## config.mk

```make
export PLATFORM = sky130hd
export DESIGN_NAME = positional_ordered_list_core_flat
export DESIGN_NICKNAME = d
export VERILOG_FILES = /design/src/hdl/pol_pkg.sv /design/src/hdl/pol_ifc.sv /design/src/hdl/positional_ordered_list_core.sv /design/src/flat_wrapper.sv
export SDC_FILE = /design/constraint.sdc
export NUM_CORES = 1
export LEC_CHECK = 0
export BUFFER_PORTS_ARGS = -buffer_cell sky130_fd_sc_hd__buf_2
export CAP_MARGIN = 20
export CORE_MARGIN = 2
export CORE_UTILIZATION = 56
export CTS_CLUSTER_SIZE = 12
export DETAILED_ROUTE_END_ITERATION = 8
export HOLD_SLACK_MARGIN = 0.15
export PLACE_DENSITY_LB_ADDON = 0.15
export SLEW_MARGIN = 20
export SYNTH_ARGS = -nofsm -noshare
export SYNTH_HDL_FRONTEND = slang
export SYNTH_SLANG_ARGS = --single-unit
export TNS_END_PERCENT = 30
```

## constraint.sdc

```tcl
create_clock -name clock -period 4.5 [get_ports clock]
set_clock_uncertainty 0.2 [all_clocks]
set_input_delay 0.45 -clock clock [delete_from_list [all_inputs] [get_ports clock]]
set_output_delay 0.45 -clock clock [all_outputs]
set_load 0.05 [all_outputs]
```

## src/hdl/pol_pkg.sv

```systemverilog
`timescale 1ns / 1ps
`default_nettype none
// shared widths, opcode codes and parameter defaults for the positional list
// no dependencies
package pol_pkg;

   // fixed field widths of the request and response words
   localparam int OPCODE_W   = 3;
   localparam int POS_W      = 5;
   localparam int VALUE_W    = 32;
   localparam int DATA_OUT_W = 32;
   localparam int INDEX_W    = 5;
   localparam int LENGTH_W   = 5;

   // parameter defaults
   localparam int DEPTH_DEFAULT      = 16;
   localparam int DATA_WIDTH_DEFAULT = 32;

   typedef logic [OPCODE_W-1:0] opcode_type;

   localparam opcode_type OP_INSERT = 3'd0;
   localparam opcode_type OP_DELETE = 3'd1;
   localparam opcode_type OP_GET    = 3'd2;
   localparam opcode_type OP_LOCATE = 3'd3;
   localparam opcode_type OP_CLEAR  = 3'd4;

endpackage
`default_nettype wire

```

## src/hdl/pol_ifc.sv

```systemverilog
`timescale 1ns / 1ps
`default_nettype none
// valid/ready channel interfaces for list requests and responses
// depends on pol_pkg for field widths
interface pol_req_if;
   logic                                 valid;
   logic                                 ready;
   logic [pol_pkg::OPCODE_W-1:0]         opcode;
   logic [pol_pkg::POS_W-1:0]            position;
   logic signed [pol_pkg::VALUE_W-1:0]   value;

   modport source (output valid, opcode, position, value, input ready);
   modport sink   (input valid, opcode, position, value, output ready);
endinterface

interface pol_rsp_if;
   logic                                  valid;
   logic                                  ready;
   logic                                  status;
   logic signed [pol_pkg::DATA_OUT_W-1:0] data_out;
   logic [pol_pkg::INDEX_W-1:0]           found_index;
   logic [pol_pkg::LENGTH_W-1:0]          length;
   logic                                  empty_res;

   modport source (output valid, status, data_out, found_index, length, empty_res,
                   input ready);
   modport sink   (input valid, status, data_out, found_index, length, empty_res,
                   output ready);
endinterface
`default_nettype wire

```

## src/hdl/positional_ordered_list_core.sv

```systemverilog
`timescale 1ns / 1ps
`default_nettype none
// positional ordered list: bounded list of signed words addressed by 1-based position
// depends on pol_pkg and the channel interfaces in pol_ifc.sv
//
// usage
//  - req_ch carries one request word: opcode, position, value
//    (insert before, delete at, get at, locate first match, clear)
//  - rsp_ch returns exactly one response word per request: status, data_out,
//    found_index, length after the operation and empty flag
//  - the elements live in one memory with a registered read port; insert and
//    delete move entries one per cycle (read one entry, write its neighbor),
//    locate scans one entry per cycle and stops at the first hit
//  - clear and rejected requests skip the shift pass and go straight to the
//    finish state; the other requests first move or scan entries in ST_SHIFT
//  - one request is worked on at a time and the next one is taken the cycle
//    after the response is loaded, so a new word waits until the last one is
//    through its one-entry-per-cycle moves through the single read port
//  - req_ch.ready is high whenever no request is in progress; a new request is
//    taken while the previous response still waits in the output register
//  - a stalled receiver holds the response word; a finished request waits for
//    the output register to free up before the block goes back to idle
//  - reset empties the list (length 0) and drops any pending response; the
//    memory contents are not cleared, no entry is read before it is written
module positional_ordered_list_core #(
   parameter int DEPTH      = pol_pkg::DEPTH_DEFAULT,
   parameter int DATA_WIDTH = pol_pkg::DATA_WIDTH_DEFAULT
) (
   input  wire        clock,
   input  wire        reset,
   pol_req_if.sink    req_ch,
   pol_rsp_if.source  rsp_ch
);

   localparam int AW    = $clog2(DEPTH);
   localparam int CNT_W = $clog2(DEPTH + 1);
   // width that holds both a position and a count, plus headroom for +1
   localparam int XW    = ((CNT_W > pol_pkg::POS_W) ? CNT_W : pol_pkg::POS_W) + 1;

   typedef enum logic [1:0] {
      ST_IDLE,
      ST_SHIFT,
      ST_FINISH
   } state_type;

   // element memory, one write and one registered read per cycle
   logic [DATA_WIDTH-1:0] mem [DEPTH];
   logic                  wr_en;
   logic [AW-1:0]         wr_addr;
   logic [DATA_WIDTH-1:0] wr_data;
   logic                  rd_en;
   logic [AW-1:0]         rd_addr;
   logic [DATA_WIDTH-1:0] rd_data_ff;

   always_ff @(posedge clock) begin
      if (wr_en) begin
         mem[wr_addr] <= wr_data;
      end
      if (rd_en) begin
         rd_data_ff <= mem[rd_addr];
      end
   end

   // control state
   state_type              state_ff, state_in;
   logic [CNT_W-1:0]       count_ff, count_in;
   logic [CNT_W-1:0]       left_ff, left_in;      // reads still to issue
   logic                   pend_ff, pend_in;      // read data arrives this cycle
   logic                   rsp_valid_ff, rsp_valid_in;

   // request context and result being built
   pol_pkg::opcode_type    op_ff, op_in;
   logic [AW-1:0]          tgt_ff, tgt_in;        // insert slot / first delete slot
   logic [DATA_WIDTH-1:0]  val_ff, val_in;
   logic [AW-1:0]          ptr_ff, ptr_in;
   logic [AW-1:0]          pend_addr_ff, pend_addr_in;
   logic [DATA_WIDTH-1:0]  data_ff, data_in;
   logic [CNT_W-1:0]       found_ff, found_in;
   logic                   status_ff, status_in;

   // response output register
   logic                           rsp_status_ff, rsp_status_in;
   logic [pol_pkg::DATA_OUT_W-1:0] rsp_data_ff, rsp_data_in;
   logic [pol_pkg::INDEX_W-1:0]    rsp_found_ff, rsp_found_in;
   logic [pol_pkg::LENGTH_W-1:0]   rsp_length_ff, rsp_length_in;
   logic                           rsp_empty_ff, rsp_empty_in;

   logic          req_fire;
   logic [XW-1:0] pos_x;
   logic [XW-1:0] cnt_x;
   logic          pos_ok_ins;
   logic          pos_ok_rd;
   logic          hit;
   logic          out_free;

   assign req_ch.ready = (state_ff == ST_IDLE);
   assign req_fire     = req_ch.valid && req_ch.ready;
   assign out_free     = !rsp_valid_ff || rsp_ch.ready;

   assign pos_x      = XW'(req_ch.position);
   assign cnt_x      = XW'(count_ff);
   // insert may go one past the end, but not into a full store
   assign pos_ok_ins = (pos_x != '0) && (pos_x <= cnt_x + XW'(1)) && (cnt_x < XW'(DEPTH));
   assign pos_ok_rd  = (pos_x != '0) && (pos_x <= cnt_x);

   // locate compare on the word read last cycle
   assign hit = pend_ff && (op_ff == pol_pkg::OP_LOCATE) && (found_ff == '0) &&
                (rd_data_ff == val_ff);

   always_comb begin
      state_in      = state_ff;
      count_in      = count_ff;
      left_in       = left_ff;
      pend_in       = 1'b0;
      rsp_valid_in  = rsp_valid_ff && !rsp_ch.ready;
      op_in         = op_ff;
      tgt_in        = tgt_ff;
      val_in        = val_ff;
      ptr_in        = ptr_ff;
      pend_addr_in  = pend_addr_ff;
      data_in       = data_ff;
      found_in      = found_ff;
      status_in     = status_ff;
      rsp_status_in = rsp_status_ff;
      rsp_data_in   = rsp_data_ff;
      rsp_found_in  = rsp_found_ff;
      rsp_length_in = rsp_length_ff;
      rsp_empty_in  = rsp_empty_ff;
      wr_en         = 1'b0;
      wr_addr       = tgt_ff;
      wr_data       = val_ff;
      rd_en         = 1'b0;
      rd_addr       = ptr_ff;

      case (state_ff)
         ST_IDLE: begin
            if (req_fire) begin
               op_in     = req_ch.opcode;
               val_in    = DATA_WIDTH'(req_ch.value);   // sign extend or truncate
               tgt_in    = AW'(pos_x - XW'(1));
               data_in   = '0;
               found_in  = '0;
               status_in = 1'b0;
               state_in  = ST_SHIFT;
               case (req_ch.opcode)
                  pol_pkg::OP_INSERT: begin
                     if (pos_ok_ins) begin
                        // move entries n-1 down to pos-1 up by one
                        ptr_in   = AW'(cnt_x - XW'(1));
                        left_in  = CNT_W'(cnt_x - pos_x + XW'(1));
                        count_in = count_ff + CNT_W'(1);
                     end else begin
                        status_in = 1'b1;
                        state_in  = ST_FINISH;
                     end
                  end
                  pol_pkg::OP_DELETE: begin
                     if (pos_ok_rd) begin
                        // read the removed entry, then move the tail down by one
                        ptr_in   = AW'(pos_x - XW'(1));
                        left_in  = CNT_W'(cnt_x - pos_x + XW'(1));
                        count_in = count_ff - CNT_W'(1);
                     end else begin
                        status_in = 1'b1;
                        state_in  = ST_FINISH;
                     end
                  end
                  pol_pkg::OP_GET: begin
                     if (pos_ok_rd) begin
                        ptr_in  = AW'(pos_x - XW'(1));
                        left_in = CNT_W'(1);
                     end else begin
                        status_in = 1'b1;
                        state_in  = ST_FINISH;
                     end
                  end
                  pol_pkg::OP_LOCATE: begin
                     ptr_in  = '0;
                     left_in = count_ff;
                  end
                  pol_pkg::OP_CLEAR: begin
                     count_in = '0;
                     state_in = ST_FINISH;
                  end
                  default: begin
                     status_in = 1'b1;
                     state_in  = ST_FINISH;
                  end
               endcase
            end
         end

         ST_SHIFT: begin
            // retire the read issued last cycle
            if (pend_ff) begin
               case (op_ff)
                  pol_pkg::OP_INSERT: begin
                     wr_en   = 1'b1;
                     wr_addr = pend_addr_ff + AW'(1);
                     wr_data = rd_data_ff;
                  end
                  pol_pkg::OP_DELETE: begin
                     if (pend_addr_ff == tgt_ff) begin
                        data_in = rd_data_ff;
                     end else begin
                        wr_en   = 1'b1;
                        wr_addr = pend_addr_ff - AW'(1);
                        wr_data = rd_data_ff;
                     end
                  end
                  pol_pkg::OP_GET: begin
                     data_in = rd_data_ff;
                  end
                  pol_pkg::OP_LOCATE: begin
                     if (hit) begin
                        found_in = CNT_W'(pend_addr_ff) + CNT_W'(1);
                     end
                  end
                  default: begin
                  end
               endcase
            end

            // issue the next read; a locate hit stops the scan
            if (left_ff != '0 && !hit) begin
               rd_en        = 1'b1;
               pend_in      = 1'b1;
               pend_addr_in = ptr_ff;
               left_in      = left_ff - CNT_W'(1);
               ptr_in       = (op_ff == pol_pkg::OP_INSERT) ? ptr_ff - AW'(1)
                                                            : ptr_ff + AW'(1);
            end else if (hit) begin
               left_in = '0;
            end else if (!pend_ff) begin
               // all moves done: drop the new word into its slot
               if (op_ff == pol_pkg::OP_INSERT) begin
                  wr_en   = 1'b1;
                  wr_addr = tgt_ff;
                  wr_data = val_ff;
               end
               if (op_ff == pol_pkg::OP_LOCATE) begin
                  status_in = (found_ff == '0);
               end
               state_in = ST_FINISH;
            end
         end

         ST_FINISH: begin
            if (out_free) begin
               rsp_valid_in  = 1'b1;
               rsp_status_in = status_ff;
               rsp_data_in   = pol_pkg::DATA_OUT_W'(data_ff);
               rsp_found_in  = pol_pkg::INDEX_W'(found_ff);
               rsp_length_in = pol_pkg::LENGTH_W'(count_ff);
               rsp_empty_in  = (count_ff == '0);
               state_in      = ST_IDLE;
            end
         end

         default: begin
            state_in = ST_IDLE;
         end
      endcase
   end

   always_ff @(posedge clock) begin
      op_ff         <= op_in;
      tgt_ff        <= tgt_in;
      val_ff        <= val_in;
      ptr_ff        <= ptr_in;
      pend_addr_ff  <= pend_addr_in;
      data_ff       <= data_in;
      found_ff      <= found_in;
      status_ff     <= status_in;
      rsp_status_ff <= rsp_status_in;
      rsp_data_ff   <= rsp_data_in;
      rsp_found_ff  <= rsp_found_in;
      rsp_length_ff <= rsp_length_in;
      rsp_empty_ff  <= rsp_empty_in;
      if (reset) begin
         state_ff     <= ST_IDLE;
         count_ff     <= '0;
         left_ff      <= '0;
         pend_ff      <= 1'b0;
         rsp_valid_ff <= 1'b0;
      end else begin
         state_ff     <= state_in;
         count_ff     <= count_in;
         left_ff      <= left_in;
         pend_ff      <= pend_in;
         rsp_valid_ff <= rsp_valid_in;
      end
   end

   assign rsp_ch.valid       = rsp_valid_ff;
   assign rsp_ch.status      = rsp_status_ff;
   assign rsp_ch.data_out    = rsp_data_ff;
   assign rsp_ch.found_index = rsp_found_ff;
   assign rsp_ch.length      = rsp_length_ff;
   assign rsp_ch.empty_res   = rsp_empty_ff;

   // the memory is only touched while a request is being worked on
   a_no_write_idle: assert property (@(posedge clock) disable iff (reset)
      (state_ff != ST_SHIFT) |-> !wr_en)
      else $error("memory write outside of a shift pass");

   // every write lands inside the store
   a_write_in_range: assert property (@(posedge clock) disable iff (reset)
      wr_en |-> (32'(wr_addr) < DEPTH))
      else $error("memory write beyond depth");

   // the length only moves when a request is accepted
   a_count_on_accept: assert property (@(posedge clock) disable iff (reset)
      !req_fire |=> (count_ff == $past(count_ff)))
      else $error("length changed without an accepted request");

   // a located index always comes with an ok status
   a_found_ok: assert property (@(posedge clock) disable iff (reset)
      (rsp_valid_ff && (rsp_found_ff != '0)) |-> !rsp_status_ff)
      else $error("found index reported with error status");

endmodule
`default_nettype wire

```

## src/flat_wrapper.sv

```systemverilog
// flat-port wrapper written by rule: the top's interface ports become plain ports
module positional_ordered_list_core_flat 
#(
   parameter int DEPTH      = pol_pkg::DEPTH_DEFAULT,
   parameter int DATA_WIDTH = pol_pkg::DATA_WIDTH_DEFAULT
)
  (clock, reset, req_ch_valid, req_ch_opcode, req_ch_position, req_ch_value, req_ch_ready, rsp_ch_valid, rsp_ch_status, rsp_ch_data_out, rsp_ch_found_index, rsp_ch_length, rsp_ch_empty_res, rsp_ch_ready);
  pol_req_if req_ch_i ();
  pol_rsp_if rsp_ch_i ();
  input  wire clock;
  input  wire reset;
  input wire logic [$bits(req_ch_i.valid)-1:0] req_ch_valid;
  input wire logic [$bits(req_ch_i.opcode)-1:0] req_ch_opcode;
  input wire logic [$bits(req_ch_i.position)-1:0] req_ch_position;
  input wire logic [$bits(req_ch_i.value)-1:0] req_ch_value;
  output wire logic [$bits(req_ch_i.ready)-1:0] req_ch_ready;
  output wire logic [$bits(rsp_ch_i.valid)-1:0] rsp_ch_valid;
  output wire logic [$bits(rsp_ch_i.status)-1:0] rsp_ch_status;
  output wire logic [$bits(rsp_ch_i.data_out)-1:0] rsp_ch_data_out;
  output wire logic [$bits(rsp_ch_i.found_index)-1:0] rsp_ch_found_index;
  output wire logic [$bits(rsp_ch_i.length)-1:0] rsp_ch_length;
  output wire logic [$bits(rsp_ch_i.empty_res)-1:0] rsp_ch_empty_res;
  input wire logic [$bits(rsp_ch_i.ready)-1:0] rsp_ch_ready;
  assign req_ch_i.valid = req_ch_valid;
  assign req_ch_i.opcode = req_ch_opcode;
  assign req_ch_i.position = req_ch_position;
  assign req_ch_i.value = req_ch_value;
  assign req_ch_ready = req_ch_i.ready;
  assign rsp_ch_valid = rsp_ch_i.valid;
  assign rsp_ch_status = rsp_ch_i.status;
  assign rsp_ch_data_out = rsp_ch_i.data_out;
  assign rsp_ch_found_index = rsp_ch_i.found_index;
  assign rsp_ch_length = rsp_ch_i.length;
  assign rsp_ch_empty_res = rsp_ch_i.empty_res;
  assign rsp_ch_i.ready = rsp_ch_ready;
  positional_ordered_list_core #(.DEPTH(DEPTH), .DATA_WIDTH(DATA_WIDTH)) u_core (.clock(clock), .reset(reset), .req_ch(req_ch_i), .rsp_ch(rsp_ch_i));
endmodule
```

# Yosys cells after proc, flatten, opt, wreduce, memory -nomap -nowiden
# Memory sizes are Yosys's and may differ from the RTL's. A register that Yosys moved wholly into a read port is not among the register bits.
# Cells that the tools add are included.
# classes
add_sub_neg,13
mul,0
n_div,0
magnitude_cmp,3
n_eq_ne,31
shifts,0
n_mux,76
n_bitwise,0
reduce_logical,34
# ops
cell,count
32-bit two-way mux,10
32-bit one-hot mux with 2 select lines,3
5-bit two-way mux,12
4-bit two-way mux,12
32-bit == test,1
1-bit two-way mux,20
5-bit one-hot mux with 2 select lines,2
5-bit one-hot mux with 4 select lines,1
5-bit AND reduction,4
4-bit one-hot mux with 2 select lines,2
4-bit by 1-bit subtractor with 4-bit output (second input constant),4
3-bit != test (second input constant),5
5-bit one-hot mux with 3 select lines,1
2-bit two-way mux,7
2-bit by 1-bit != test with 1-bit output (second input constant),7
3-bit by 2-bit == test with 1-bit output (second input constant),4
2-bit one-hot mux with 3 select lines,2
4-bit one-hot mux with 3 select lines,1
6-bit AND reduction,2
5-bit by 1-bit adder with 5-bit output (second input constant),2
5-bit logical NOT,2
5-bit by 1-bit subtractor with 5-bit output (second input constant),2
1-bit logical AND,9
4-bit by 1-bit adder with 4-bit output (second input constant),2
other kinds (29),40
# word_totals
ff_bits,143
latchBits,0
mem_bits_rw,512
romBits,0
mem_count,1
# mem_list
memory,words,word_bits,rd,rd_clocked_by_memory_dff,write_ports,line,source
u_core.mem,16,32,1,1,1,positional_ordered_list_core.sv:47,logic [DATA_WIDTH-1:0] mem [DEPTH];

# Logic depth before layout (Yosys ltp)
# Gate-level depths: netlist (run 1).
# depth
depth_word,11
ltp_mapped,11

# Least setup slack after synthesis (run 1)
# No wires, ideal clock.
# synth_path
path_type,in2reg
start,in req_ch_valid
end,reg u_core.data_ff[0] (enable)
setup_ps,432
arrival_time_ps,4021
t_required_ps,3868
path_slack_ps,-152
stages,4
path_buffers,0
path_cell_list,nand2b_1 -> nor2_1 -> a21oi_1 -> a21oi_1
# synth_via
elab_chain_len,3
# synth_lines
item,line,source
from (decl),flat_wrapper.sv:12,input wire logic [$bits(req_ch_i.valid)-1:0] req_ch_valid;
1-bit logical AND,positional_ordered_list_core.sv:97,assign req_fire = req_ch.valid && req_ch.ready;
2-bit != test (no line),n/a,
5-bit AND reduction (no line),n/a,
to (signal assigned),positional_ordered_list_core.sv:272,data_ff <= data_in;
to (decl),positional_ordered_list_core.sv:77,"logic [DATA_WIDTH-1:0] data_ff, data_in;"
# Every way passes these cells.
# A chain may end at the register's enable or synchronous reset.

# Worst setup path after layout (run 1)
# layout_path
start,reg u_core.state_ff[0]
end,mem u_core.mem[10][5] (netlist bit) (enable)
# layout_via
elab_chain_len,4
word_cells_on_any_way,5
cone_classes,eq/ne: 1; mux: 4
# layout_lines
item,line,source
from (decl),positional_ordered_list_core.sv:65,"state_type state_ff, state_in;"
from (signal assigned),positional_ordered_list_core.sv:287,state_ff <= state_in;
2-bit by 1-bit == test with 1-bit output (*),positional_ordered_list_core.sv:135,case (state_ff)
1-bit two-way mux,positional_ordered_list_core.sv:135,
1-bit two-way mux,positional_ordered_list_core.sv:56,if (wr_en) begin
1-bit two-way mux (not written as such),positional_ordered_list_core.sv:57,mem[wr_addr] <= wr_data;
to (decl),positional_ordered_list_core.sv:47,
# Every way passes the cells marked *; elsewhere a longest branch is shown, timed or not.

==> results of run 1 <==
area by class of cell:
type	instances	area [sq um]
inverter	21	78.8
clock inverter	15	87.6
clock buffer	95	1950
timing repair buffer	160	1330
sequential	687	20500
multi-input combinational	527	6540
tap	615	769
fill	3188	16600
synth_stat cells, types with 2 or more instances:
cell type / n / area share, %
or2_2: 4 / 0.092
a31oi_1: 3 / 0.069
nor2_1: 36 / 0.50
a21oi_1: 26 / 0.48
dfxtp_1: 14 / 1.0
nor4_1: 6 / 0.14
o211ai_1: 3 / 0.083
a221oi_1: 6 / 0.19
clkbuf_1: 37 / 0.51
nor4b_1: 2 / 0.065
or3_1: 5 / 0.12
nand3_1: 12 / 0.22
inv_1: 21 / 0.29
o22a_1: 2 / 0.065
ha_1: 29 / 1.3
o21a_1: 2 / 0.055
buf_1: 2 / 0.028
nor3_1: 10 / 0.18
nor2b_1: 7 / 0.16
a211oi_1: 2 / 0.055
o21bai_1: 2 / 0.055
nand2b_1: 9 / 0.21
mux4_2: 160 / 13
a31o_2: 3 / 0.097
a21o_1: 6 / 0.17
and3_1: 2 / 0.046
nand2_2: 2 / 0.046
edfxtp_1: 673 / 74
o21ai_0: 10 / 0.18
mux2_2: 32 / 1.3
and2_1: 35 / 0.81
buf_2: 14 / 0.26
nor4_2: 2 / 0.092
o32ai_1: 3 / 0.097
xor2_1: 35 / 1.1
nand2_1: 21 / 0.29
xnor2_1: 21 / 0.68
nand4_1: 2 / 0.046
fa_1: 3 / 0.22
a311oi_1: 2 / 0.065
cell families (layout without fill, tap and decap cells):
group,Yosys count,count (layout)
AOI/OAI and AO/OA,80,80
and+or+nand+nor,167,167
muxes,192,192
adders and majority gates,32,32
buffers and inverters,74,291
DFF,687,687
xor gates and xnor gates,56,56
power by group through the flow:
stage | clock [uW] | sequential [uW] | combinational [uW]
after floorplan | 0 | 7570 | 747
after detailed placement | 0 | 7500 | 1230
after CTS | 5380 | 7370 | 1260
after global routing | 5600 | 7390 | 1340
final | 5260 | 7370 | 1240
after global placement | 0 | 7500 | 1210
timing repair:
action | 4_1_cts | 5_1_grt
hold buffers | 41 | 0
endpoints found under the hold margin | 50 | 0
resized for setup | 0 | 0
sequential cells by signal, summed over array words and instances (netlist names), 32 cells and up:
| name | count |
|---|---|
| u_core.data_ff | 32 |
| u_core.rd_data_ff | 32 |
| u_core.mem | 512 |
| u_core.rsp_ch.data_out | 32 |
| u_core.val_ff | 32 |
path summary, 6_finish.rpt:
path | endpoint | slack, ns | cells after the start
setup / recovery | u_core.mem[10][5] | 0.69 | 7
hold / removal | u_core.rsp_ch.data_out[30] | 0.21 | 0
setup reg to reg | u_core.mem[10][5] | 0.69 | 7
hold reg to reg | u_core.rsp_ch.data_out[30] | 0.21 | 0
stage by stage:
step	cell area [sq um]	hold WS, ns	instances
2_1_floorplan	27200	0.200	1288
6_report	31200	0.212	2120
4_1_cts	31200	0.211	2120
3_5_place_dp	28800	0.205	1969
3_3_place_gp	28800	0.201	1969
5_1_grt	31200	0.216	2120
routing by layer:
| layer | vias to the layer above | GRT usage [%] | share of wire (%) |
|---|---|---|---|
| met1 | 6841 | 34.5 | 43 |
| met2 | 445 | 38.2 | 49 |
| met4 | 0 | 6.86 | 2.3 |
| met3 | 81 | 4.49 | 6.4 |
| li1 | 5641 | - | - |
| met5 | - | 0 | 0 |
worst register-to-register path: cells and delay by family (launching register included):
kind                   cells  cell delay, ns
DFF                        1            0.54
buffers and inverters      1            0.31
AOI/OAI and AO/OA          2            0.51
and+or+nand+nor            4            1.96
==> results.yml, run 1 <==
finish:
  utilization_pct: 65.3
  final_common_cell: "edfxtp_1"
  antenna_cells: 0
  drive_gt1_share_pct: 29.1
  final_nets: 1544
  layout_common_cells: "673 x edfxtp_1, 160 x mux4_2, 89 x buf_2"
  area_growth_pct: 15.0
worst_setup_path:
  critPathBufInv: 1
  worst_path_max_delay_cell: "nor2_4"
  cp-start-kind: "flip-flop"
  path_class: "flip-flop to flip-flop"
  crit_chain: "nand2b_1 > nor4b_4 > o21ai_1 > a32oi_1 > nand3b_1 > nor2_4 > buf_4"
  cp-startpoint: "u_core.state_ff[0]"
  critPathCaptureType: "flip-flop"
  crit_arrival_ns: 3.92
  max_stage_delay_ns: 0.66
  cpLargestDelayFamily: "simple AND/OR/NAND/NOR gates"
  r2r-start: "u_core.state_ff[0]"
  cp_data_required_time_ns: 4.61
  cp_max_fo: 17
yosys:
  synthXorXnorAreaFrac_pct: 1.81
  synth_adder_area_share_pct: 1.56
  synth_compound_area_share_pct: 1.99
  synth.distinct_cells: 62
  synth_nets: 1364
  synth_edf_count: 673
  syn_avg_cell_area_sq_um: 21.1
  yosys_most_used_dff: "edfxtp_1"
  yosys.area_share.simple_pct: 3.53
  syn_inst: 1288
  ys_seq_elements: 687
  synth_top_family_by_area: "multiplexers"
  synthArstFlopShare_pct: 0
  ys_seq_area_share_pct: 75.4
  synth_warnings: 0
  synthMuxAreaShare_pct: 14.6
  syn-cell-area_sq_um: 27200
die:
  ios: 90
  die_h_um: 224
  die_w_um: 224
  coreArea_sq_um: 47800
  die_area_sq_um: 50300
  std_cell_rows: 80
  start_util_pct: 56.8
routing:
  drt_wl_total_mm: 58.0
  dr.pass1.iters: 5
  ant_nets: 0
  wl_per_cell_um: 27.4
  vias: 13000
  via_per_inst: 6.14
  drc: 0
  drt-initial-drc-count: 1325
sta:
  max_freq_mhz: 262
  relSlewSlack_pct: 41.5
  final-max-slew-violation-count: 0
  hold_violations: 0
  finalWorstPathRequiredPeriod_ns: 3.81
  rsz0062_at_grt: "false"
  layout_setup_ws_ns: 0.685
  tns_ns: 0
  fin_crit_sh_pct: 84.8
  tightest_slew_ns: 0.869
  finalSetupViolations: 0
hold_path:
  hp-start: "u_core.data_ff[30]"
  min_path_type: "flip-flop to flip-flop"
grt:
  grtUsageTotal_pct: 23.9
  grt_start_max_net_pins: 132
  antenna_found_initial: 1
  grt_overflow: 0
  first_global_vias: 13300
  grt_pass1_wl_mm: 85.9
placed_design:
  dp_slack_ns: 0.761
  dp_hpwl_mm: 33.5
  port_buffers: 89
  gp_congestion: 0.841
clocking:
  cts-root-buf: "clkbuf_16"
  cts_tree: "done"
  clk_pin_slew_ns: 0.06
  htreeDepth: 3
  clk-insertion-delay-late_ns: 0.61
  cts_buffer_depth: 3
  cts_buffers: 71
  postCtsSetupRepairBufs: 0
  clock_sinks: 687
power:
  internal_power_uw: 10800
  power_frac_comb_pct: 8.9
  power_uw: 13900
  seq_power_share_pct: 53.1
  p_per_area_nw_per_um2: 444
  leakagePower_uw: 0.0101
  switching_share_pct: 22.3
  clkPwrFrac_pct: 37.9
  ir_worst_vdd_v: 0.000319
  p_switching_uw: 3090
flow_run:
  maxCapViolations: 0
outcome:
  status: "completed"
Note: power is estimated with default switching activity, not from simulation.
==> run 2: changes to the inputs <==
- clock period: 4.5 -> 3.2 ns (I/O delays scaled with it)
==> results.yml, run 2 (synthesis gave the netlist of run 1 again) <==
routing:
  drc: 0
  drt_wl_total_mm: 61.1
  via_per_inst: 6.18
  drt-initial-drc-count: 1498
  vias: 13500
  dr.pass1.iters: 7
  ant_nets: 0
  wl_per_cell_um: 28.0
clocking:
  clock_sinks: 687
  htreeDepth: 3
  clk_pin_slew_ns: 0.06
  cts_buffer_depth: 3
  cts-root-buf: "clkbuf_16"
  cts_tree: "done"
  clk-insertion-delay-late_ns: 0.61
  cts_buffers: 73
grt:
  grt_start_max_net_pins: 54
  antenna_found_initial: 0
  grt_pass1_wl_mm: 89.7
  first_global_vias: 13600
  grt_overflow: 0
  grtUsageTotal_pct: 25.2
power:
  seq_power_share_pct: 51.7
  p_per_area_nw_per_um2: 628
  switching_share_pct: 22.7
  leakagePower_uw: 0.0105
  p_switching_uw: 4540
  clkPwrFrac_pct: 39.1
  power_frac_comb_pct: 9.2
  power_uw: 20000
  internal_power_uw: 15500
  ir_worst_vdd_v: 0.000427
placed_design:
  gp_congestion: 0.870
  dpl_cell_area_sq_um: 29200
  dp_hpwl_mm: 35.6
  port_buffers: 89
finish:
  area_growth_pct: 17.4
  layout_common_cells: "673 x edfxtp_1, 160 x mux4_2, 89 x buf_2"
  final_nets: 1597
  final_common_cell: "edfxtp_1"
  fin_area_sq_um: 31900
  max_flop_register: "u_core.mem"
  drive_gt1_share_pct: 31.8
  antenna_cells: 0
  largest_reg_flops: 512
sta:
  rsz0062_at_grt: "true"
  timing.hold.ws_ns: 0.216
  final-max-slew-violation-count: 0
  finalSetupViolations: 0
  relSlewSlack_pct: 44.1
  tns_ns: 0
  max_freq_mhz: 322
  fin_crit_sh_pct: 97.0
  hold_violations: 0
  finalWorstPathRequiredPeriod_ns: 3.10
  tightest_slew_ns: 0.836
worst_setup_path:
  cp-start-kind: "flip-flop"
  worst_path_max_delay_cell: "dlygate4sd3_1"
  cp_data_required_time_ns: 3.49
  cpLargestDelayFamily: "compound AO/OA/AOI/OAI gates"
  max_stage_delay_ns: 0.55
  critPathBufInv: 3
  path_class: "flip-flop to flip-flop"
  crit_chain: "inv_1 > ha_1 > inv_1 > ha_1 > and4_1 > a2111oi_2 > a221oi_2 > nand2_1 > nor2_1 > o221a_2 > dlygate4sd3_1"
  crit_arrival_ns: 3.40
  critPathCaptureType: "flip-flop"
  cp_max_fo: 5
die:
  die_h_um: 224
  die_w_um: 224
  die_area_sq_um: 50300
  std_cell_rows: 80
  coreArea_sq_um: 47800
  ios: 90
  start_util_pct: 56.8
flow_run:
  maxCapViolations: 0
outcome:
  status: "completed"
hold_path:
  min_path_type: "primary input to flip-flop"
==> run 2: changes by cell type in the layout (fill, tap and decap cells not counted), moves of 2 or more <==
cell / delta
inv_16: +2
clkinv_1: +5
dlygate4sd3_1: +4
bufinv_16: +2
buf_4: +40
nand2b_1: -2
o21ai_1: +2
o21ai_0: -2
nand2b_2: +2
buf_12: +7
==> run 2: cell type report <==
class	instances	area, sq um
clock buffers	97	1980
clock inverters	25	206
fillers	3078	15900
inverters	21	78.8
multi-input cells	527	6560
flip-flops and latches	687	20500
well taps	615	769
repair buffers	211	1810
==> run 2: power groups by stage <==
stage / Combinational (uW) / Sequential (uW) / Clock, uW
detailed placement: 1810 / 10500 / 0
global placement: 1790 / 10500 / 0
global route: 1980 / 10400 / 8300
floorplan: 1050 / 10600 / 0
finish: 1840 / 10400 / 7840
CTS: 1850 / 10400 / 7970
==> run 2: repair_timing <==
action	CTS	global route
buffers inserted	0	2
hold buffers	45	0
gates resized for setup	0	10
hold endpoints to repair	54	0
setup endpoints to repair	0	377
==> run 2: per-stage QoR <==
stage | instances | setup WS [ns] | util, %
2_1_floorplan | 1288 | -0.511 | -
3_3_place_gp | 2014 | 0.230 | 61.1
3_5_place_dp | 2014 | 0.164 | 61.1
4_1_cts | 2181 | 0.0332 | 66.6
5_1_grt | 2183 | -0.0867 | 66.7
6_report | 2183 | 0.0961 | 66.7
==> run 2: final timing paths <==
check / depth (start not counted) / startpoint / slack, ns / end
max: 11 / u_core.count_ff[0] / 0.1 / u_core.state_ff[0]
min: 2 / req_ch_value[16] / 0.22 / u_core.val_ff[16]
max reg2reg: 11 / u_core.count_ff[0] / 0.1 / u_core.state_ff[0]
min reg2reg: 0 / u_core.data_ff[22] / 0.22 / u_core.rsp_ch.data_out[22]
==> run 2: per-layer routing <==
layer / global-route usage [%] / up-vias / routed length, um
met3: 4.92 / 84 / 4090
li1: - / 5764 / -
met5: 0 / - / 0
met1: 36.5 / 7120 / 25800
met2: 39.7 / 515 / 29800
met4: 7.26 / 0 / 1390
==> run 3: changes to the inputs <==
- GPL_ROUTABILITY_DRIVEN: not set -> 0
- REMOVE_ABC_BUFFERS: not set -> 1
==> results.yml, run 3 (synthesis gave the netlist of run 1 again) <==
sta:
  finalSetupViolations: 0
  final-max-slew-violation-count: 0
  rsz0062_at_grt: "true"
  relSlewSlack_pct: 39.9
  max_freq_mhz: 334
  timing.hold.ws_ns: 0.213
  hold_violations: 0
  tightest_slew_ns: 0.902
  finalWorstPathRequiredPeriod_ns: 2.99
  layout_setup_ws_ns: 0.207
  fin_crit_sh_pct: 93.5
routing:
  drc: 0
  wl_per_cell_um: 27.3
  via_per_inst: 6.11
  drt_wl_total_mm: 59.4
  vias: 13300
  dr.pass1.iters: 5
  drt-initial-drc-count: 1415
  ant_nets: 0
power:
  ir_worst_vdd_v: 0.000417
  internal_power_uw: 15300
  switching_share_pct: 22.6
  p_switching_uw: 4470
  power_frac_comb_pct: 9.2
  leakagePower_uw: 0.0105
  seq_power_share_pct: 52.5
  power_uw: 19700
  p_per_area_nw_per_um2: 619
  clkPwrFrac_pct: 38.3
die:
  die_w_um: 224
  coreArea_sq_um: 47800
  ios: 90
  std_cell_rows: 80
  start_util_pct: 56.8
  die_area_sq_um: 50300
  die_h_um: 224
worst_setup_path:
  r2r-start: "u_core.count_ff[1]"
  cp_max_fo: 4
  worstRegToRegCells: 11
  r2r-end: "u_core.ptr_ff[0]"
  max_stage_delay_ns: 0.38
  cp-start-kind: "flip-flop"
  crit_chain: "inv_1 > ha_1 > inv_1 > ha_1 > nor2b_1 > o211ai_1 > nand2_1 > a221oi_1 > nand2_1 > o22a_2 > nor2_1"
  worst_path_max_delay_cell: "a221oi_1"
  critPathCaptureType: "flip-flop"
  crit_arrival_ns: 3.06
  rrSetupSlack_ns: 0.21
  cp_data_required_time_ns: 3.27
  path_class: "flip-flop to flip-flop"
grt:
  grt_pass1_wl_mm: 88.6
  grtUsageTotal_pct: 24.5
  grt_start_max_net_pins: 51
  antenna_found_initial: 0
  first_global_vias: 13700
  grt_overflow: 0
hold_path:
  hold-path-endpoint: "u_core.val_ff[17]"
  min_path_type: "primary input to flip-flop"
  whs_path_depth: 2
  hp-start: "req_ch_value[17]"
finish:
  max_flop_register: "u_core.mem"
  drive_gt1_share_pct: 31.6
  layout_common_cells: "673 x edfxtp_1, 160 x mux4_2, 89 x buf_2"
  final_cells: 2172
  final_common_cell: "edfxtp_1"
  final_nets: 1596
  antenna_cells: 0
  area_growth_pct: 17.2
  largest_reg_flops: 512
outcome:
  status: "completed"
clocking:
  cts_buffer_depth: 3
  clock_sinks: 687
  clk_pin_slew_ns: 0.06
  cts-root-buf: "clkbuf_16"
  cts_tree: "done"
  htreeDepth: 3
  clk-insertion-delay-late_ns: 0.61
  cts_buffers: 71
flow_run:
  maxCapViolations: 0
placed_design:
  place_inst: 2016
  dp_hpwl_mm: 33.7
  port_buffers: 89
  dp_slack_ns: 0.0292
run 3: changes by cell type in the layout (fill, tap and decap cells not counted), sizes merged:
cell,change
clkinv,-2
buf,+3
bufinv,-1
clkinvlp,-1
inv,-2
clkbuf,-6
dlygate4sd3,-2
run 3: worst max path at each step:
stage               slack, ns              endpoint              startpoint  depth (start not counted)
finish                   0.21      u_core.ptr_ff[0]      u_core.count_ff[1]                         11
global route            -0.09      u_core.ptr_ff[1]      u_core.count_ff[0]                         11
CTS                      0.01     u_core.mem[10][5]  u_core.pend_addr_ff[2]                          7
detailed placement       0.03    u_core.mem[10][24]  u_core.pend_addr_ff[2]                          7
global placement         0.11    u_core.mem[11][24]  u_core.pend_addr_ff[2]                          7
floorplan               -3.49  u_core.rd_data_ff[0]        u_core.ptr_ff[0]                          2
run 3: layout make-up:
| cell class | instances | area [sq um] |
|---|---|---|
| multi-input combinational | 527 | 6550 |
| tap | 615 | 769 |
| inverter | 21 | 78.8 |
| timing repair buffer | 212 | 1860 |
| clock inverter | 19 | 169 |
| clock buffer | 91 | 1910 |
| fill | 3100 | 16000 |
| sequential | 687 | 20500 |
run 3: per-layer routing:
layer | GRT usage, % | vias to the layer above | share of wire (%)
met5 | 0 | - | 0
met4 | 5.32 | 0 | 1.6
met3 | 4.26 | 74 | 6.0
met2 | 40.6 | 446 | 50
met1 | 35.0 | 7001 | 42
li1 | - | 5756 | -
run 3: what timing repair did:
item | in CTS | in global routing
endpoints found under the hold margin | 54 | 0
hold buffers | 43 | 0
setup buffers | 0 | 3
resized for setup | 0 | 6
endpoints found under the setup margin | 0 | 507
run 3: power by group through the flow:
stage	Sequential (uW)	Clock [uW]	Combinational [uW]
global placement	10500	0	1760
finish	10400	7540	1820
floorplan	10800	0	982
detailed placement	10500	0	1790
CTS	10400	7690	1840
global route	10400	8020	1960
run 3: worst max-delay path: cells and delay by family (launching register included):
family / cells / cell delay, ns
buf+inv: 2 / 0.12
fa+ha+maj: 2 / 0.55
compound gates: 3 / 0.80
flops: 1 / 0.36
simple gates: 4 / 0.62
run 3: stage by stage:
step	setup TNS, ns	utilization, %	cell area [sq um]
finish	0	66.5	31800
global route	-0.406	66.5	31800
CTS	0	66.5	31800
detailed placement	0	61.2	29300
global placement	0	61.2	29300
floorplan	-848.27	-	26900
